$ cat src/lsrc_pkg.sv
`timescale 1ns / 1ps
// ----------------------------------------------------------------------------
// lsrc_pkg
// Shared constants, codes and interface structs of the Lagrange sample rate
// converter.
// ----------------------------------------------------------------------------
package lsrc_pkg;

    // Buffer sizing
    localparam int MAX_SAMPLES = 65536;
    localparam int ADDR_W      = $clog2(MAX_SAMPLES);
    localparam int CNT_W       = $clog2(MAX_SAMPLES + 1);

    // Sample and position formats
    localparam int SAMPLE_W = 16;
    localparam int FRAC_W   = 16;
    localparam int RATE_W   = 24;
    localparam int POS_W    = ((CNT_W + FRAC_W > RATE_W) ? CNT_W + FRAC_W : RATE_W) + 1;
    localparam int S_W      = POS_W - FRAC_W;

    // Q16 unity and reciprocal of six for the cubic weights
    localparam int ONE_Q16     = 65536;
    localparam int RECIP_6     = 349526;
    localparam int RECIP_SHIFT = 21;

    // Configuration port
    localparam int PADDR_W   = 3;
    localparam int PDATA_W   = 32;
    localparam int REG_IDX_W = PADDR_W - 2;

    localparam logic [REG_IDX_W-1:0] REG_RATE_STEP  = 1'b0;
    localparam logic [REG_IDX_W-1:0] REG_DROP_FINAL = 1'b1;

    localparam logic [RATE_W-1:0] RATE_STEP_RESET = 24'd65536;

    // Request action codes
    localparam logic [1:0] ACT_APPEND = 2'd0;
    localparam logic [1:0] ACT_FETCH  = 2'd1;
    localparam logic [1:0] ACT_CLEAR  = 2'd2;

    // Read lanes: neighbors s-1, s, s+1, s+2
    localparam logic [1:0] LANE_PREV  = 2'd0;
    localparam logic [1:0] LANE_CUR   = 2'd1;
    localparam logic [1:0] LANE_NEXT  = 2'd2;
    localparam logic [1:0] LANE_NEXT2 = 2'd3;

    typedef struct packed {
        logic [RATE_W-1:0] rate_step;
        logic              drop_final;
    } cfg_t;

    typedef struct packed {
        logic       append;
        logic       clear;
        logic       rd_en;
        logic [1:0] rd_lane;
        logic       finish;
    } ctrl_cmd_t;

    typedef struct packed {
        logic has_out;
        logic out_free;
    } dp_status_t;

endpackage

$ cat src/lsrc_regs.sv
`timescale 1ns / 1ps
// ----------------------------------------------------------------------------
// lsrc_regs
// APB configuration registers: rate step and drop-final flag.
// ----------------------------------------------------------------------------
module lsrc_regs (
    input  logic                           aclk,
    input  logic                           aresetn,
    input  logic                           psel,
    input  logic                           penable,
    input  logic                           pwrite,
    input  logic [lsrc_pkg::PADDR_W-1:0]   paddr,
    input  logic [lsrc_pkg::PDATA_W-1:0]   pwdata,
    output logic [lsrc_pkg::PDATA_W-1:0]   prdata,
    output logic                           pready,
    output lsrc_pkg::cfg_t                 cfg
);

    logic [lsrc_pkg::RATE_W-1:0]    rate_step_reg;
    logic                           drop_final_reg;
    logic [lsrc_pkg::REG_IDX_W-1:0] reg_idx;
    logic                           wr_en;

    assign pready  = 1'b1;
    assign reg_idx = paddr[lsrc_pkg::PADDR_W-1:2];
    assign wr_en   = psel && penable && pwrite;

    // Write on the access phase of a write request
    always_ff @(posedge aclk) begin
        if (!aresetn) begin
            rate_step_reg  <= lsrc_pkg::RATE_STEP_RESET;
            drop_final_reg <= 1'b0;
        end else if (wr_en) begin
            case (reg_idx)
                lsrc_pkg::REG_RATE_STEP:  rate_step_reg  <= pwdata[lsrc_pkg::RATE_W-1:0];
                lsrc_pkg::REG_DROP_FINAL: drop_final_reg <= pwdata[0];
                default: ;
            endcase
        end
    end

    // Read back
    always_comb begin
        case (reg_idx)
            lsrc_pkg::REG_RATE_STEP:
                prdata = lsrc_pkg::PDATA_W'(rate_step_reg);
            lsrc_pkg::REG_DROP_FINAL:
                prdata = lsrc_pkg::PDATA_W'(drop_final_reg);
            default:
                prdata = '0;
        endcase
    end

    assign cfg.rate_step  = rate_step_reg;
    assign cfg.drop_final = drop_final_reg;

endmodule

$ cat config.mk
export PLATFORM = sky130hd
export DESIGN_NAME = lsrc_regs
export DESIGN_NICKNAME = d
export VERILOG_FILES = /design/src/lsrc_pkg.sv /design/src/lsrc_regs.sv
export SDC_FILE = /design/constraint.sdc
export NUM_CORES = 1
export LEC_CHECK = 0
export ABC_AREA = 1
export BUFFER_PORTS_ARGS = -buffer_cell sky130_fd_sc_hd__buf_2
export CAP_MARGIN = 20
export CORE_UTILIZATION = 42
export CTS_CLUSTER_DIAMETER = 40
export DETAILED_ROUTE_END_ITERATION = 8
export HOLD_SLACK_MARGIN = 0.1
export PLACE_DENSITY = 0.83
export SYNTH_ARGS = -nofsm -noshare
export SYNTH_HDL_FRONTEND = slang
export SYNTH_SLANG_ARGS = --single-unit
$ cat constraint.sdc
create_clock -name aclk -period 1.1 [get_ports aclk]
set_clock_uncertainty 0.1 [all_clocks]
set_input_delay 0.055 -clock aclk [delete_from_list [all_inputs] [get_ports aclk]]
set_output_delay 0.055 -clock aclk [all_outputs]
set_load 0.01 [all_outputs]
### After elaboration in Yosys (flattened, before gate mapping)

Index checks and enable logic that the tools add are counted.

| storage, ports and cells | value |
|---|---|
| output and inout port bits | 58 |
| register bits after elaboration | 25 |
| bits of input ports | 40 |
| logic and storage cells | 8 |

| cells by class | value |
|---|---|
| reduce and logical (&&, ||, !) cells | 4 |
| bitwise gates (word level) | 1 |
| mux-type cells | 1 |

Operator list:

| cell | number |
|---|---|
| $pmux W32 S2 | 1 |
| $reduce_and A2 Y1 | 2 |
| $logic_and A1 B1 Y1 | 2 |
| $not A1 Y1 | 1 |

### Logic depth before layout (Yosys ltp)

| logic depth | value |
|---|---|
| depth in word-level cells | 3 |
| gate-level depth with buffers | 6 |
| mapped depth without buffers | 5 |

### Worst setup path before layout

Ideal clock, no wire load.

| path | value |
|---|---|
| kind | input to register |
| start point | input port psel |
| end point | register rate_step_reg[0] (netlist bit) |
| data required time | 886 ps |
| stages on the path | 6 |
| buffers on the path | 1 |
| setup slack | 291 ps |
| arrival time | 595 ps |
| setup time | 114 ps |
| cells stage by stage | nand2_1 nor2_4 buf_6 nand3_2 nand2_1 nor2_2 |

| on the way | value |
|---|---|
| longest elaborated chain between the ends | 3 |

RTL lines:

| element | line | source |
|---|---|---|
| start, declared | lsrc_regs.sv:9 | `input logic psel,` |
| $logic_and A1 B1 Y1 (2 in a row) | lsrc_regs.sv:26 | `assign wr_en = psel && penable && pwrite;` |
| $reduce_and A2 Y1 (no source line) | -- |  |
| end signal, assigned | lsrc_regs.sv:31 | `rate_step_reg <= lsrc_pkg::RATE_STEP_RESET;` |
| end signal, assigned | lsrc_regs.sv:35 | `lsrc_pkg::REG_RATE_STEP: rate_step_reg <= pwdata[lsrc_pkg::RATE_W-1:0];` |
| end, declared | lsrc_regs.sv:19 | `logic [lsrc_pkg::RATE_W-1:0] rate_step_reg;` |

Every way passes these cells.
A chain may end at the register's enable or synchronous reset.

### Worst setup path after layout

| path | value |
|---|---|
| start point | register rate_step_reg[22] (netlist bit) |
| end point | output port prdata[22] (netlist bit) |

| on the way | value |
|---|---|
| longest elaborated chain between the ends | 1 |

RTL lines:

| element | line | source |
|---|---|---|
| $pmux W32 S2 | lsrc_regs.sv:44 | `case (reg_idx)` |
| end, declared | lsrc_regs.sv:14 | `output logic [lsrc_pkg::PDATA_W-1:0] prdata,` |

Every way passes these cells. The select of a mux whose other input is x is not followed.

==> flow_summary.json <==
{
  "status": "finished, violations left",
  "violations": "negative setup slack",
  "fin_crit_ns": 1.10,
  "portBuffers": 78,
  "power_leakage_nw": 1.19,
  "grt_max_degree": 26,
  "vdd_drop_max_mv": 0.469,
  "holdWs_ns": 0.237,
  "ys_types": 15,
  "layout_commonest_cell": "buf_2",
  "dp_hpwl_um": 2440,
  "rsz0062_at_grt": "yes",
  "area.growth.synth_to_final_pct": 48.9,
  "final_nets": 369,
  "min_path_type": "in2reg",
  "drcViolationCount": 0,
  "die_w_um": 62.5,
  "r2r-start": "rate_step_reg[15]",
  "worstPathArrival_ns": 0.95,
  "crit_slowest_cell": "dfxtp_2",
  "reg2reg_slack_ns": 0.23,
  "coreArea_um2": 3420,
  "fmax_ghz": 0.908,
  "powerDensity_nw_per_um2": 807,
  "reg2regPathDepth": 3,
  "via_per_inst": 4.28,
  "n_antenna_cell": 0,
  "critical_path_class": "reg2out",
  "gr-total-overflow": 0,
  "slowest_delay_ns": 0.38,
  "via_count": 1601,
  "grt_pass1_wl_um": 6730,
  "dp_slack_ns": 0.104,
  "grt_pass1_vias": 1615,
  "drive_gt1_frac": 0.552,
  "die_h_um": 62.5,
  "timing.final.crit_share": 1.00,
  "ys_seq_elements": 25,
  "cp-end-kind": "primary output",
  "antenna_found_initial": 0,
  "cts_htree_levels": 1,
  "start_util": 0.451,
  "cp_max_fo": 3,
  "drv_slew": 0,
  "worstSkewPairLatency_ns": 0.31,
  "ys_warn_count": 0,
  "path_clk_slew_ns": 0.14,
  "layout_common_cells": "buf_2 (75), nor2_1 (48), nand2_1 (29)",
  "drt_iter0_drc": 52,
  "r2r-end": "rate_step_reg[15]",
  "synth.avg_cell_area_um2": 6.81,
  "cap_violations": 0,
  "cts_root_buf": "clkbuf_4",
  "worstHoldEndpoint": "rate_step_reg[20]",
  "finalHoldViolCount": 0,
  "antenna_left": 0,
  "post_drt_wl_per_cell_um": 10.8,
  "seq_area_frac_synth": 0.325,
  "worstSetupStartpointType": "flip-flop",
  "track_usage": 0.212,
  "crit_chain": "inv_2, nor2_2, buf_2",
  "rows": 21,
  "die-area_um2": 3910,
  "cts_buffers": 3,
  "worstHoldStart": "paddr[2]",
  "place.gp.congestion": 0.751,
  "setup_viol": 1,
  "finalWirelength_um": 4050,
  "cts_sinks": 25,
  "synth_area_um2": 1540,
  "cts_buffer_depth": 2,
  "fin_ws_ns": -0.00132,
  "holdPathStages": 5,
  "largest_reg_flops": 24,
  "dr.pass1.iters": 4,
  "postSynthCellCount": 226,
  "io_pins": 98,
  "cts_tree": "yes",
  "cp.required_ns": 0.94
}
## critical path: cells and delay by family (launching register included)
family                 cells  cell delay (ns)
DFF                        1             0.38
buffers and inverters      2             0.17
and+or+nand+nor            1             0.09
## worst max path at each step
stage                      startpoint                 to  slack, ns
floorplan                        psel   rate_step_reg[0]       0.29
global placement             paddr[2]          prdata[0]       0.12
detailed placement           paddr[2]  rate_step_reg[20]       0.10
CTS                  rate_step_reg[0]          prdata[0]     -0.004
global route         rate_step_reg[8]          prdata[8]      -0.08
finish              rate_step_reg[22]         prdata[22]     -0.001
## cell families after synthesis
logic type	count (synthesis)	share of synthesized area
buffers and inverters	70	0.230
flip-flops	25	0.325
AND/OR/NAND/NOR	127	0.433
other	2	0.00488
AO/OA/AOI/OAI	2	0.00650
## report_power, final
part / leakage [nW] / internal (W) / total [W] / switching, W
registers: 0.214 / 0.000943 / 0.000971 / 0.0000275
logic: 0.963 / 0.000217 / 0.000470 / 0.000252
clock network: 0.0150 / 0.000141 / 0.000410 / 0.000268
## area by class of cell
type                            instances  area (um2)
Fill cell                             288        1120
Tap cell                               46        57.6
Clock buffer                            4        26.3
Timing Repair Buffer                  113         771
Inverter                               48         183
Sequential cell                        25         532
Multi-Input combinational cell        138         723
## cell usage after synthesis
| library cell | n | area (um2) |
|---|---|---|
| nand3_2 | 19 | 190 |
| a21oi_1 | 1 | 5.00 |
| nor2_2 | 19 | 119 |
| nor2_1 | 51 | 191 |
| inv_4 | 1 | 6.26 |
| dfxtp_1 | 25 | 500 |
| o21ai_0 | 1 | 5.00 |
| nor2_4 | 2 | 22.5 |
| buf_6 | 5 | 56.3 |
| nand2_1 | 29 | 109 |
| inv_1 | 47 | 176 |
| nand3_1 | 7 | 35.0 |
| buf_4 | 12 | 90.1 |
| buf_2 | 5 | 25.0 |
| conb_1 | 2 | 7.51 |
## stage by stage
step	std cells	setup TNS [ns]	area, um2	util	power, W
2_1_floorplan	233	0	1570	-	0.00125
3_3_place_gp	340	0	1920	0.561	0.00135
3_5_place_dp	340	0	1920	0.561	0.00136
4_1_cts	370	-0.00384	2220	0.650	0.00185
5_1_grt	374	-1.09	2290	0.671	0.00196
6_report	374	-0.00132	2290	0.671	0.00185
## layer usage
metal	routed length, um	vias to the layer above	global-route usage
met1	1610	703	0.202
met5	0	-	0
li1	-	833	-
met2	2210	59	0.442
met3	192	6	0.0383
met4	39	0	0.0727
## timing repair
action / in CTS / in global routing
hold buffers: 26 / 0
endpoints found under the setup margin: 12 / 27
pin swaps: 0 / 10
resized for setup: 13 / 41
setup buffers: 0 / 4
hold endpoints to repair: 25 / 0
No activity file was read; power rests on OpenSTA's default activity.
