### src/lsrc_pkg.sv
`timescale 1ns / 1ps
// ----------------------------------------------------------------------------
// lsrc_pkg
// Shared constants, codes and interface structs of the Lagrange sample rate
// converter.
// ----------------------------------------------------------------------------
package lsrc_pkg;

    // Buffer sizing
    localparam int MAX_SAMPLES = 65536;
    localparam int ADDR_W      = $clog2(MAX_SAMPLES);
    localparam int CNT_W       = $clog2(MAX_SAMPLES + 1);

    // Sample and position formats
    localparam int SAMPLE_W = 16;
    localparam int FRAC_W   = 16;
    localparam int RATE_W   = 24;
    localparam int POS_W    = ((CNT_W + FRAC_W > RATE_W) ? CNT_W + FRAC_W : RATE_W) + 1;
    localparam int S_W      = POS_W - FRAC_W;

    // Q16 unity and reciprocal of six for the cubic weights
    localparam int ONE_Q16     = 65536;
    localparam int RECIP_6     = 349526;
    localparam int RECIP_SHIFT = 21;

    // Configuration port
    localparam int PADDR_W   = 3;
    localparam int PDATA_W   = 32;
    localparam int REG_IDX_W = PADDR_W - 2;

    localparam logic [REG_IDX_W-1:0] REG_RATE_STEP  = 1'b0;
    localparam logic [REG_IDX_W-1:0] REG_DROP_FINAL = 1'b1;

    localparam logic [RATE_W-1:0] RATE_STEP_RESET = 24'd65536;

    // Request action codes
    localparam logic [1:0] ACT_APPEND = 2'd0;
    localparam logic [1:0] ACT_FETCH  = 2'd1;
    localparam logic [1:0] ACT_CLEAR  = 2'd2;

    // Read lanes: neighbors s-1, s, s+1, s+2
    localparam logic [1:0] LANE_PREV  = 2'd0;
    localparam logic [1:0] LANE_CUR   = 2'd1;
    localparam logic [1:0] LANE_NEXT  = 2'd2;
    localparam logic [1:0] LANE_NEXT2 = 2'd3;

    typedef struct packed {
        logic [RATE_W-1:0] rate_step;
        logic              drop_final;
    } cfg_t;

    typedef struct packed {
        logic       append;
        logic       clear;
        logic       rd_en;
        logic [1:0] rd_lane;
        logic       finish;
    } ctrl_cmd_t;

    typedef struct packed {
        logic has_out;
        logic out_free;
    } dp_status_t;

endpackage

### src/lsrc_ctrl.sv
`timescale 1ns / 1ps
// ----------------------------------------------------------------------------
// lsrc_ctrl
// Controller: takes requests, sequences the four store reads of a fetch and
// hands the finished result to the output register.
// ----------------------------------------------------------------------------
module lsrc_ctrl (
    input  logic                 aclk,
    input  logic                 aresetn,
    input  logic                 s_valid,
    output logic                 s_ready,
    input  logic [1:0]           s_action,
    input  lsrc_pkg::dp_status_t status,
    output lsrc_pkg::ctrl_cmd_t  cmd
);

    typedef enum logic [3:0] {
        ST_IDLE,
        ST_CHECK,
        ST_RD1,
        ST_RD2,
        ST_RD3,
        ST_CAP,
        ST_MUL,
        ST_SUM,
        ST_DONE
    } state_t;

    state_t state_reg;
    state_t state_next;
    logic   ready_reg;
    logic   accept;

    assign accept  = s_valid && ready_reg;
    assign s_ready = ready_reg;

    // Hold state and the ready flag
    always_ff @(posedge aclk) begin
        if (!aresetn) begin
            state_reg <= ST_IDLE;
            ready_reg <= 1'b1;
        end else begin
            state_reg <= state_next;
            ready_reg <= (state_next == ST_IDLE);
        end
    end

    // Next state and commands
    always_comb begin
        state_next  = state_reg;
        cmd         = '0;
        cmd.rd_lane = lsrc_pkg::LANE_PREV;
        case (state_reg)
            ST_IDLE: begin
                if (accept) begin
                    case (s_action)
                        lsrc_pkg::ACT_APPEND: cmd.append = 1'b1;
                        lsrc_pkg::ACT_CLEAR:  cmd.clear  = 1'b1;
                        lsrc_pkg::ACT_FETCH:  state_next = ST_CHECK;
                        default: ;
                    endcase
                end
            end
            ST_CHECK: begin
                // Skip the reads when nothing is left
                cmd.rd_en   = status.has_out;
                cmd.rd_lane = lsrc_pkg::LANE_PREV;
                state_next  = status.has_out ? ST_RD1 : ST_DONE;
            end
            ST_RD1: begin
                cmd.rd_en   = 1'b1;
                cmd.rd_lane = lsrc_pkg::LANE_CUR;
                state_next  = ST_RD2;
            end
            ST_RD2: begin
                cmd.rd_en   = 1'b1;
                cmd.rd_lane = lsrc_pkg::LANE_NEXT;
                state_next  = ST_RD3;
            end
            ST_RD3: begin
                cmd.rd_en   = 1'b1;
                cmd.rd_lane = lsrc_pkg::LANE_NEXT2;
                state_next  = ST_CAP;
            end
            ST_CAP: state_next = ST_MUL;
            ST_MUL: state_next = ST_SUM;
            ST_SUM: state_next = ST_DONE;
            ST_DONE: begin
                // Wait for room in the output register
                cmd.finish = status.out_free;
                if (status.out_free) begin
                    state_next = ST_IDLE;
                end
            end
            default: state_next = ST_IDLE;
        endcase
    end

endmodule

### config.mk
export PLATFORM = sky130hd
export DESIGN_NAME = lsrc_ctrl
export DESIGN_NICKNAME = d
export VERILOG_FILES = /design/src/lsrc_pkg.sv /design/src/lsrc_ctrl.sv
export SDC_FILE = /design/constraint.sdc
export NUM_CORES = 1
export LEC_CHECK = 0
export ABC_CLOCK_PERIOD_IN_PS = 1600
export BUFFER_PORTS_ARGS = -buffer_cell sky130_fd_sc_hd__buf_2
export CELL_PAD_IN_SITES_DETAIL_PLACEMENT = 1
export CELL_PAD_IN_SITES_GLOBAL_PLACEMENT = 1
export CORE_AREA = 2 2 39 41
export DETAILED_ROUTE_END_ITERATION = 7
export DIE_AREA = 0 0 41 43
export PLACE_DENSITY = 0.74
export SETUP_SLACK_MARGIN = 0.1
export SYNTH_ARGS = -nofsm -noshare
export SYNTH_HDL_FRONTEND = slang
export SYNTH_SLANG_ARGS = --single-unit
### constraint.sdc
create_clock -name aclk -period 1.6 [get_ports aclk]
set_input_delay 0.08 -clock aclk [delete_from_list [all_inputs] [get_ports aclk]]
set_output_delay 0.08 -clock aclk [all_outputs]
set_load 0.1 [all_outputs]
### Word level (Yosys, flattened, before mapping)

Index checks and enable logic that the tools add are counted.

| operators by class | value |
|---|---|
| equality and inequality tests | 10 |
| multiplexer cells | 11 |
| reduce and logical (&&, ||, !) cells | 4 |

Operator list:

| kind | count |
|---|---|
| $pmux 4 s9 | 1 |
| $eq 4x3->1 const B | 4 |
| $mux 4 | 4 |
| $pmux 3 s4 | 1 |
| $eq 4x2->1 const B | 2 |
| $logic_not 4->1 | 2 |
| $eq 4x1->1 const B | 1 |
| $eq 4x4->1 const B | 1 |
| $mux 2 | 2 |
| $mux 1 | 3 |
| $eq 2x1->1 const B | 1 |
| $eq 2x2->1 const B | 1 |
| $logic_not 2->1 | 1 |
| $logic_and 1x1->1 | 1 |

| storage, ports and cells | value |
|---|---|
| flip-flop bits (word level) | 5 |
| input bits | 7 |
| output and inout port bits | 7 |
| word-level logic and storage cells | 27 |

### Longest topological paths before layout

Gate-level depths: netlist (run 1).

| logic depth | value |
|---|---|
| depth after elaboration | 5 |
| mapped depth | 5 |
| gate-level depth less buffers | 4 |

### Worst setup path after synthesis (run 1)

Ideal clock, no wire load.

| timing path | value |
|---|---|
| kind | register to output |
| start point | register ready_reg, in the netlist s_ready |
| end point | output port cmd[4] (netlist bit) |
| arrival | 3.464 ns |
| required time | 1.520 ns |
| setup slack | -1.944 ns |
| cell stages (with the launch flop) | 3 |
| path buffers | 0 |
| cells stage by stage | dfxtp_1 -> nand4b_2 -> nor3b_1 |

RTL lines:

| item | line | text |
|---|---|---|
| start: declaration | lsrc_ctrl.sv:31 | `logic ready_reg;` |
| start signal: assignment | lsrc_ctrl.sv:44 | `ready_reg <= (state_next == ST_IDLE);` |
| end: declaration | lsrc_ctrl.sv:14 | `output lsrc_pkg::ctrl_cmd_t cmd` |

==> run summary, run 1 <==
Status - completed
GPL Wtd Cong - 0.636
Ports - 14
Remaining global-route overflow - 0
Initial antenna violation count - 0
Synth Area in Adders - 0%
Max stage delay on crit path - 0.35 ns
Final hold violations - 0
Yosys reg bits - 5
Diode count - 0
Rows - 14
XOR/XNOR Fraction of Synth Area - 2.38%
Core Util, Final - 49.4%
Worst reg2reg setup slack - 0.28 ns
Worst-path clk slew - 0.04 ns
Most used DFF post-synth - dfxtp_1
Top-area cell type share of the netlist area - 27.2%
Vias in the first global route - 392
Total of max-cap violations - 0
IO buf count - 13
Final wirelength - 1080 um
First-pass GRT wire length - 1660 um
Pre-CTS setup slack - 0.121 ns
CTS tree - done
TritonRoute pass-1 iters - 2
Crit start category - flip-flop
Final min period - 1.53 ns
Synth Area in Compound Gates - 24.5%
HPWL Detailed - 812 um
DRC - 0
Drt via density - 4.90
Final Skew - 0.00199 ns
Sequential Area - 115 um^2
Crit. End Element - primary output
All-Layer GR Usage - 14.4%
Worst Path Required - 1.52 ns
Largest net degree at the start of global routing - 13
Clock buffer depth - 2
Post-synth EDFFs - 0
Dominant cell type by area after synthesis - dfxtp_1
CP max-delay cell - dfxtp_4
Fill count - 159
Synth Instances - 44
Hold crit path type - in2reg
Synth Warn # - 0
Hold depth - 2
Reg-to-reg critical path endpoint - s_ready$_SDFF_PN1_
Reg2Reg Depth - 5
Maximum vdd ir drop - 0.396 mV
Power Dens Cells - 652 nW/um^2
Wire per inst - 13.3 um
PnR worst setup slack - 0.0707 ns
Critical path arrival - 1.45 ns
Worst-skew pair later-pin latency - 0.24 ns
Clk Tree Root Cell - clkbuf_4
Die Span Y - 43 um
Post-layout total power - 445 uW
Vias - 397
Post-synth top cells - a21oi_1, dfxtp_1, nand2_1, nor2_1, nor3_1
Routed Antenna Nets - 0
HP Start - aresetn
Seq/Total Area, Yosys - 27.2%
Crit-path max FO - 3
Initial core utilization - 26.6%
Fin. max-slew vios - 0
Rel. slew slack - 67.9%
FFs w/ async S/R, synth - 0%
Clock Sinks - 5
Multi-input logic area - 303 um^2
DIE AREA - 1760 um^2
H-tree depth - 1
Layout cell share with drive strength beyond 1 - 63.1%
CTS Buf Count - 3
Setup violators final - 0
Post-synthesis instance area - 368 um^2
Largest register FFs - 4
Top post-synthesis cells by area - dfxtp_1, o32ai_2, a21oi_1
Final Cycle Share - 95.6%
Hold Slack - 0.0532 ns
Initial drt markers - 2
Core Region - 1380 um^2
RSZ-0062 raised after global routing - true
Tightest Pin Transition - 0.484 ns
Max Fclk - 654 MHz
Horiz. Die Dim - 41 um
Largest family of logic cells by synthesized area - simple AND/OR/NAND/NOR gates
Layout area overhead - 85.7%
Net Count, Synth - 51
Worst flop-to-flop path startpoint - state_reg[1]$_SDFF_PN0_
Hold bufs inserted after CTS - 0
Avg Inst Size Synth - 8.36 um^2
Mux share of post-synthesis cell area - 0%
Post-layout net count - 73
Post-synthesis simple-gate area fraction - 36.4%
Kind of critical path - reg2out
Crit-path cells - nor3_4 -> nand4b_4 -> nor3b_4 -> buf_12
Unique masters post-synth - 23
Hold Path End - s_ready$_SDFF_PN1_
Setup_tns - 0 ns
Leak pwr - 0.261 nW
[worst max-delay path by stage]
stage / startpoint / endpoint / slack, ns / cells after the start
floorplan: state_reg[0]$_SDFF_PN0_ / cmd[4] / -0.1 / 4
global placement: state_reg[2]$_SDFF_PN0_ / cmd[5] / 0.19 / 4
detailed placement: state_reg[2]$_SDFF_PN0_ / cmd[4] / 0.12 / 4
CTS: state_reg[0]$_SDFF_PN0_ / cmd[4] / 0.03 / 4
global route: state_reg[0]$_SDFF_PN0_ / cmd[4] / -0.03 / 4
finish: state_reg[0]$_SDFF_PN0_ / cmd[4] / 0.07 / 4
[kinds of logic (layout without fill, tap and decap cells)]
group                     Yosys count  in the layout
DFF                                 5              5
buffers and inverters               5             26
AOI/OAI and AO/OA                  11             11
xor gates and xnor gates            1              1
and+or+nand+nor                    22             22
[placed cells by master (no fill, tap or decap), types with 2 or more instances in the layout]
cell type / instances
a21oi_4: 2
a21oi_1: 3
o32ai_2: 2
buf_12: 6
buf_4: 8
clkbuf_4: 3
nand2b_1: 2
nor3_4: 3
and2_1: 2
nor2_1: 4
dfxtp_4: 4
buf_2: 7
nand2_1: 3
nor3_1: 2
[worst max-delay path: cells and delay by family (launching register included)]
family                 cells  cell delay [ns]
flip-flops                 1             0.35
AND/OR/NAND/NOR            3             0.65
buffers and inverters      1             0.21
[power breakdown]
group          switching (mW)  internal (mW)
Clock                  0.0472         0.0940
Sequential            0.00590          0.127
Combinational           0.105         0.0663
Total                   0.158          0.287
[metal layers]
metal | GRT usage, % | part of all wire, % | up-vias
met5 | 0 | 0 | -
li1 | - | - | 204
met2 | 25.6 | 59 | 5
met3 | 3.14 | 2.6 | 0
met4 | 6.00 | 0 | 0
met1 | 14.9 | 38 | 188
[layout make-up]
type                            count  share of cell area (%)
Clock buffer                        4                    3.85
Inverter                            1                   0.549
Multi-Input combinational cell     34                    44.3
Sequential cell                     5                    16.8
Tap cell                           16                    2.93
Timing Repair Buffer               21                    31.5
[per-stage QoR]
step | instances | area, um^2
after floorplan | 44 | 440
after global placement | 71 | 596
after detailed placement | 71 | 596
after CTS | 80 | 671
after global routing | 81 | 683
final | 81 | 683
[repair_timing]
item                       CTS  global route
pin swaps                    4             3
buffers inserted             5             1
cloned                       0             0
setup endpoints to repair    6             4
gates resized for setup      7             2
No activity file was read; power rests on OpenSTA's default activity.
==> inputs of run 2 (changes only) <==
Settings changed: CELL_PAD_IN_SITES_DETAIL_PLACEMENT 1 to 2, CELL_PAD_IN_SITES_GLOBAL_PLACEMENT 1 to 2, CORE_AREA 2 2 39 41 to not set, CORE_MARGIN set to 2, CORE_UTILIZATION set to 24, DIE_AREA 0 0 41 43 to not set, PLACE_DENSITY 0.74 to 0.8.
==> run summary, run 2 (synthesized netlist as in run 1, its figures left out) <==
Status - completed
Tightest Pin Transition - 0.484 ns (-0.000501 ns)
Leak pwr - 0.281 nW (+7.5%)
Layout cell share with drive strength beyond 1 - 66.7% (+3.6 points)
DRC - 0 (unchanged)
Wire per inst - 16.6 um (+25%)
Hold bufs inserted after CTS - 0 (unchanged)
Crit. End Element - primary output
H-tree depth - 1 (unchanged)
Power Dens Cells - 635 nW/um^2 (-2.6%)
Total of max-cap violations - 0 (unchanged)
Final hold violations - 0 (unchanged)
Clk Tree Root Cell - clkbuf_4
Max Fclk - 638 MHz (-2.4%)
Initial antenna violation count - 0 (unchanged)
Crit-path max FO - 4 (+1)
IO buf count - 13 (unchanged)
Fin. max-slew vios - 0 (unchanged)
Final wirelength - 1410 um (+31%)
Max stage delay on crit path - 0.36 ns (about the same)
Crit start category - flip-flop
CTS tree - done
Vias in the first global route - 479 (+22%)
Final Cycle Share - 98.0% (+2.4 points)
Fill count - 160 (+0.63%)
Initial drt markers - 4 (+2)
Layout area overhead - 96.3%
Design Area, Final - 722 um^2 (+5.7%)
Core Region - 1470 um^2 (+6.3%)
Clock Sinks - 5 (unchanged)
Diode count - 0 (unchanged)
PnR worst setup slack - 0.0325 ns (-0.0382 ns)
GPL Wtd Cong - 0.629 (-1.2%)
Largest net degree at the start of global routing - 8 (-5)
Kind of critical path - reg2out
CP max-delay cell - dfxtp_4
Hold crit path type - in2reg
Commonest cells after routing, fill and taps aside - buf_4, buf_2, buf_12, nor2_1
Rows - 14 (unchanged)
Setup violators final - 0 (unchanged)
Worst Path Required - 1.52 ns (about the same)
HPWL Detailed - 811 um (about the same)
Drt via density - 4.79 (-2.3%)
Critical path startpoint - state_reg[0]$_SDFF_PN0_
Initial core utilization - 25.0% (-1.6 points)
WP buf/inv - 1 (unchanged)
Die Span Y - 43.2 um (+0.35%)
Worst flop-to-flop path startpoint - state_reg[0]$_SDFF_PN0_
Maximum vdd ir drop - 0.396 mV (+0.15%)
Critical path arrival - 1.49 ns (+0.04 ns)
Vias - 407 (+2.5%)
Rel. slew slack - 68.0% (about the same)
Crit-path cells - nor3_4 -> nand4b_4 -> nor3b_4 -> buf_12
All-Layer GR Usage - 17.6% (+3.2 points)
Ports - 14 (unchanged)
Layout Cells excl Fill - 85 (+4.9%)
Pre-CTS setup slack - 0.138 ns (+0.0179 ns)
RSZ-0062 raised after global routing - true
Worst reg2reg setup slack - 0.22 ns (-0.06 ns)
Largest register FFs - 4 (unchanged)
Core Util, Final - 49.1% (-0.30 points)
Worst-path clk slew - 0.04 ns (about the same)
Worst-skew pair later-pin latency - 0.24 ns (about the same)
Commonest non-fill, non-tap cell in the layout - buf_4
Top delay family on crit path - simple AND/OR/NAND/NOR gates
Clock buffer depth - 2 (unchanged)
HP Start - aresetn
Placed instance area - 596 um^2 (unchanged)
Remaining global-route overflow - 0 (unchanged)
Placed Instances - 71 (unchanged)
Routed Antenna Nets - 0 (unchanged)
DIE AREA - 1860 um^2 (+5.6%)
Horiz. Die Dim - 43.2 um (+5.2%)
Final min period - 1.57 ns (+0.0382 ns)
CTS Buf Count - 3 (unchanged)
First-pass GRT wire length - 2430 um (+46%)
Post-layout net count - 77 (+5.5%)
Final Skew - 0.00106 ns (-0.000931 ns)
TritonRoute pass-1 iters - 2 (unchanged)
[run 2: changes by cell type in the layout (fill, tap and decap cells not counted)]
cell and change:
buf_4 +4, xnor2_2 +1, dfxtp_4 -1, and3_4 +1, dfxtp_2 +1, xnor2_1 -1
and3_2 -1
[run 2: worst paths after layout]
check | endpoint | cells past startpoint
worst max register to register | s_ready$_SDFF_PN1_ | 6
worst min-delay path | s_ready$_SDFF_PN1_ | 2
worst min register to register | state_reg[2]$_SDFF_PN0_ | 2
worst max-delay path | cmd[4] | 4
[run 2: power breakdown]
group | switching (mW) | internal, mW | total, mW
Combinational | 0.108 | 0.0721 | 0.180
Sequential | 0.00818 | 0.128 | 0.137
Clock | 0.0474 | 0.0940 | 0.141
Total | 0.164 | 0.295 | 0.458
[run 2: layout make-up]
cell class                 instances  area (um^2)  area share [%]
sequential                         5          113            15.6
tap                               16         20.0            2.77
clock buffer                       4         26.3            3.64
multi-input combinational         34          314            43.5
inverter                           1         3.75           0.520
timing repair buffer              25          245            34.0
[run 2: metrics by stage]
step / hold WS [ns] / power (mW) / TNS (ns)
detailed placement: 0.295 / 0.294 / 0
global route: 0.0577 / 0.484 / -0.0420
finish: 0.0531 / 0.458 / 0
global placement: 0.289 / 0.293 / 0
CTS: 0.0508 / 0.459 / 0
floorplan: 0.150 / 0.250 / -0.148
[run 2: worst register-to-register path, delay by kind of cell (launching register included)]
family                 cells  cell delay, ns
buffers and inverters      2            0.25
and+or+nand+nor            2            0.33
AOI/OAI and AO/OA          2            0.31
DFF                        1            0.36
[run 2: repair_timing]
| action | in CTS | in global routing |
|---|---|---|
| pin swaps | 4 | 2 |
| endpoints found under the hold margin | 0 | 0 |
| gates resized for setup | 5 | 5 |
| setup buffers | 9 | 1 |
| endpoints found under the setup margin | 6 | 6 |
[run 2: layer usage]
metal	routed length, um	track usage, %	vias up
li1	-	-	206
met1	684	25.1	199
met2	724	27.8	2
met3	5	1.28	0
met4	0	5.45	0
met5	0	0	-
==> inputs of run 3 (changes only) <==
Settings changed: ABC_AREA set to 1, CORE_UTILIZATION 24 to 22, PLACE_DENSITY 0.8 to 0.81.
==> run summary, run 3 <==
Core Util, Final - 39.1% (-10 points)
Most used DFF post-synth - dfxtp_1
Unique masters post-synth - 18 (-22%)
Hold depth - 2 (unchanged)
Worst flop-to-flop path startpoint - state_reg[3]$_SDFF_PN0_
Rows - 14 (unchanged)
Largest net degree at the start of global routing - 7 (-1)
Psw - 165 uW (+0.93%)
Final Skew - 0.00383 ns (+0.00277 ns)
Worst-path clk slew - 0.04 ns (about the same)
Tightest Pin Transition - 0.487 ns (+0.00263 ns)
Core Region - 1520 um^2 (+3.6%)
Clk Tree Root Cell - clkbuf_4
IO buf count - 13 (unchanged)
Critical path arrival - 1.34 ns (-0.15 ns)
Wire per inst - 12.4 um (-25%)
Layout area overhead - 63.0%
RSZ-0062 raised after global routing - true
Post-layout net count - 82 (+6.5%)
Total of max-cap violations - 0 (unchanged)
Final hold violations - 0 (unchanged)
Maximum vdd ir drop - 0.452 mV (+14%)
CTS Buf Count - 3 (unchanged)
Crit start category - flip-flop
Diode count - 0 (unchanged)
Status - completed
Placed instance area - 544 um^2 (-8.6%)
Placed Instances - 86 (+21%)
Clock share of power - 33.4% (+2.6 points)
Avg Inst Size Synth - 6.41 um^2 (-23%)
Routed Antenna Nets - 0 (unchanged)
Fill count - 185 (+16%)
Net Count, Synth - 64 (+25%)
HP Start - aresetn
Multi-input logic area - 279 um^2 (-11%)
Post-layout total power - 434 uW (-5.4%)
Sequential Area - 111 um^2 (-1.1%)
Horiz. Die Dim - 44.8 um (+3.7%)
Post-synth top cells - nand2_1, inv_1, nor2_1
Vias - 422 (+3.7%)
Internal power - 268 uW (-8.9%)
Top post-synthesis cells by area - dfxtp_1, nand2_1, nand2_2
FFs w/ async S/R, synth - 0% (unchanged)
Ports - 14 (unchanged)
Final Cycle Share - 88.8% (-9.1 points)
Leak pwr - 0.318 nW (+13%)
Clock Sinks - 5 (unchanged)
Combinational Power Share - 35.3% (-4.1 points)
Largest register FFs - 4 (unchanged)
Hold bufs inserted after CTS - 0 (unchanged)
Final min period - 1.42 ns (-0.146 ns)
Post-synthesis instance area - 365 um^2 (-0.68%)
Reg2Reg Depth - 6 (unchanged)
Fin. max-slew vios - 0 (unchanged)
Yosys reg bits - 5 (unchanged)
Setup bufs post-CTS - 0 (-9)
Reg-to-reg critical path endpoint - s_ready$_SDFF_PN1_
CTS tree - done
Drt via density - 4.69 (-2.1%)
Dominant cell type by area after synthesis - dfxtp_1
Max Fclk - 703 MHz (+10%)
Commonest cells after routing, fill and taps aside - nand2_1, buf_2, nor2_1, nand2_2, inv_1
Vias in the first global route - 438 (-8.6%)
Switching Fraction - 38.1% (+2.4 points)
Setup_tns - 0 ns (unchanged)
Layout cell share with drive strength beyond 1 - 58.1% (-8.6 points)
Worst Path Required - 1.52 ns (about the same)
Setup violators final - 0 (unchanged)
Power Dens Cells - 728 nW/um^2 (+15%)
Reg power frac - 31.3% (+1.5 points)
Hold Path End - s_ready$_SDFF_PN1_
Crit. End Element - primary output
Synth Instances - 57 (+30%)
HPWL Detailed - 922 um (+14%)
Worst-skew pair later-pin latency - 0.24 ns (about the same)
Initial antenna violation count - 0 (unchanged)
Rel. slew slack - 67.8% (-0.17 points)
Initial core utilization - 24.0% (-1.0 points)
DRC - 0 (unchanged)
Seq/Total Area, Yosys - 27.4% (+0.19 points)
GPL Wtd Cong - 0.683 (+8.6%)
DIE AREA - 2000 um^2 (+7.6%)
H-tree depth - 1 (unchanged)
All-Layer GR Usage - 13.4% (-4.2 points)
Synth Warn # - 0 (unchanged)
Commonest non-fill, non-tap cell in the layout - nand2_1
Crit-path max FO - 4 (unchanged)
Count leader, synth - nand2_1
Worst reg2reg setup slack - 0.49 ns (+0.27 ns)
Design Area, Final - 596 um^2 (-18%)
TritonRoute pass-1 iters - 4 (+2)
Layout Cells excl Fill - 90 (+5.9%)
Top-area cell type share of the netlist area - 27.4% (+0.19 points)
Die Span Y - 44.8 um (+3.7%)
Kind of critical path - reg2out
Hold crit path type - in2reg
Post-synth EDFFs - 0 (unchanged)
Final wirelength - 1120 um (-21%)
Clock buffer depth - 2 (unchanged)
Initial drt markers - 4 (unchanged)
Remaining global-route overflow - 0 (unchanged)
First-pass GRT wire length - 1950 um (-20%)
-- run 3: what timing repair did --
action                                  CTS  global route
gates resized for setup                   4             4
endpoints found under the setup margin    4             4
cloned                                    0             0
-- run 3: final cells by class --
type | count | area share, %
inverter | 11 | 7.77
multi-input combinational | 41 | 46.8
clock buffer | 4 | 4.41
tap | 16 | 3.36
timing repair buffer | 13 | 18.9
sequential | 5 | 18.7
-- run 3: power groups by stage --
stage                     Combinational [mW]  Clock [mW]  Sequential (mW)
after floorplan                       0.0930           0            0.155
after global placement                 0.145           0            0.137
after detailed placement               0.148           0            0.138
after CTS                              0.150       0.150            0.136
after global routing                   0.163       0.165            0.136
final                                  0.153       0.145            0.136
-- run 3: worst max path at each step --
stage                                       start  endpoint  slack, ns  cells past startpoint
after CTS                 state_reg[3]$_SDFF_PN0_    cmd[2]       0.11                      4
after floorplan                s_ready$_SDFF_PN1_    cmd[5]      -0.15                      3
after detailed placement  state_reg[2]$_SDFF_PN0_    cmd[3]       0.28                      4
after global routing      state_reg[3]$_SDFF_PN0_    cmd[3]       0.08                      4
final                     state_reg[3]$_SDFF_PN0_    cmd[3]       0.18                      4
after global placement    state_reg[2]$_SDFF_PN0_    cmd[3]       0.29                      4
-- run 3: metal layers --
layer | routed length, um | GRT usage [%] | vias to the layer above | share of wire (%)
li1 | - | - | 212 | -
met1 | 523 | 17.4 | 204 | 47
met5 | 0 | 0 | - | 0
met3 | 33 | 3.60 | 0 | 3.0
met2 | 561 | 20.9 | 6 | 50
met4 | 0 | 5.45 | 0 | 0
-- run 3: worst max-delay path, cell delays in order, from the launching register on --
cell and delay, ns:
dfxtp_2 0.35, nor2_2 0.20, nand3_1 0.18, nand4_1 0.14
buf_6 0.23
-- run 3: logic make-up after synthesis --
| logic type | synth area share [%] |
|---|---|
| AO/OA/AOI/OAI | 5.14 |
| buffers and inverters | 11.3 |
| flip-flops | 27.4 |
| AND/OR/NAND/NOR | 56.2 |
-- run 3: through the flow --
stage / setup slack, ns / hold WS, ns
3_5_place_dp: 0.276 / 0.291
5_1_grt: 0.0795 / 0.0393
3_3_place_gp: 0.292 / 0.287
4_1_cts: 0.108 / 0.0385
2_1_floorplan: -0.149 / 0.148
6_report: 0.178 / 0.0421
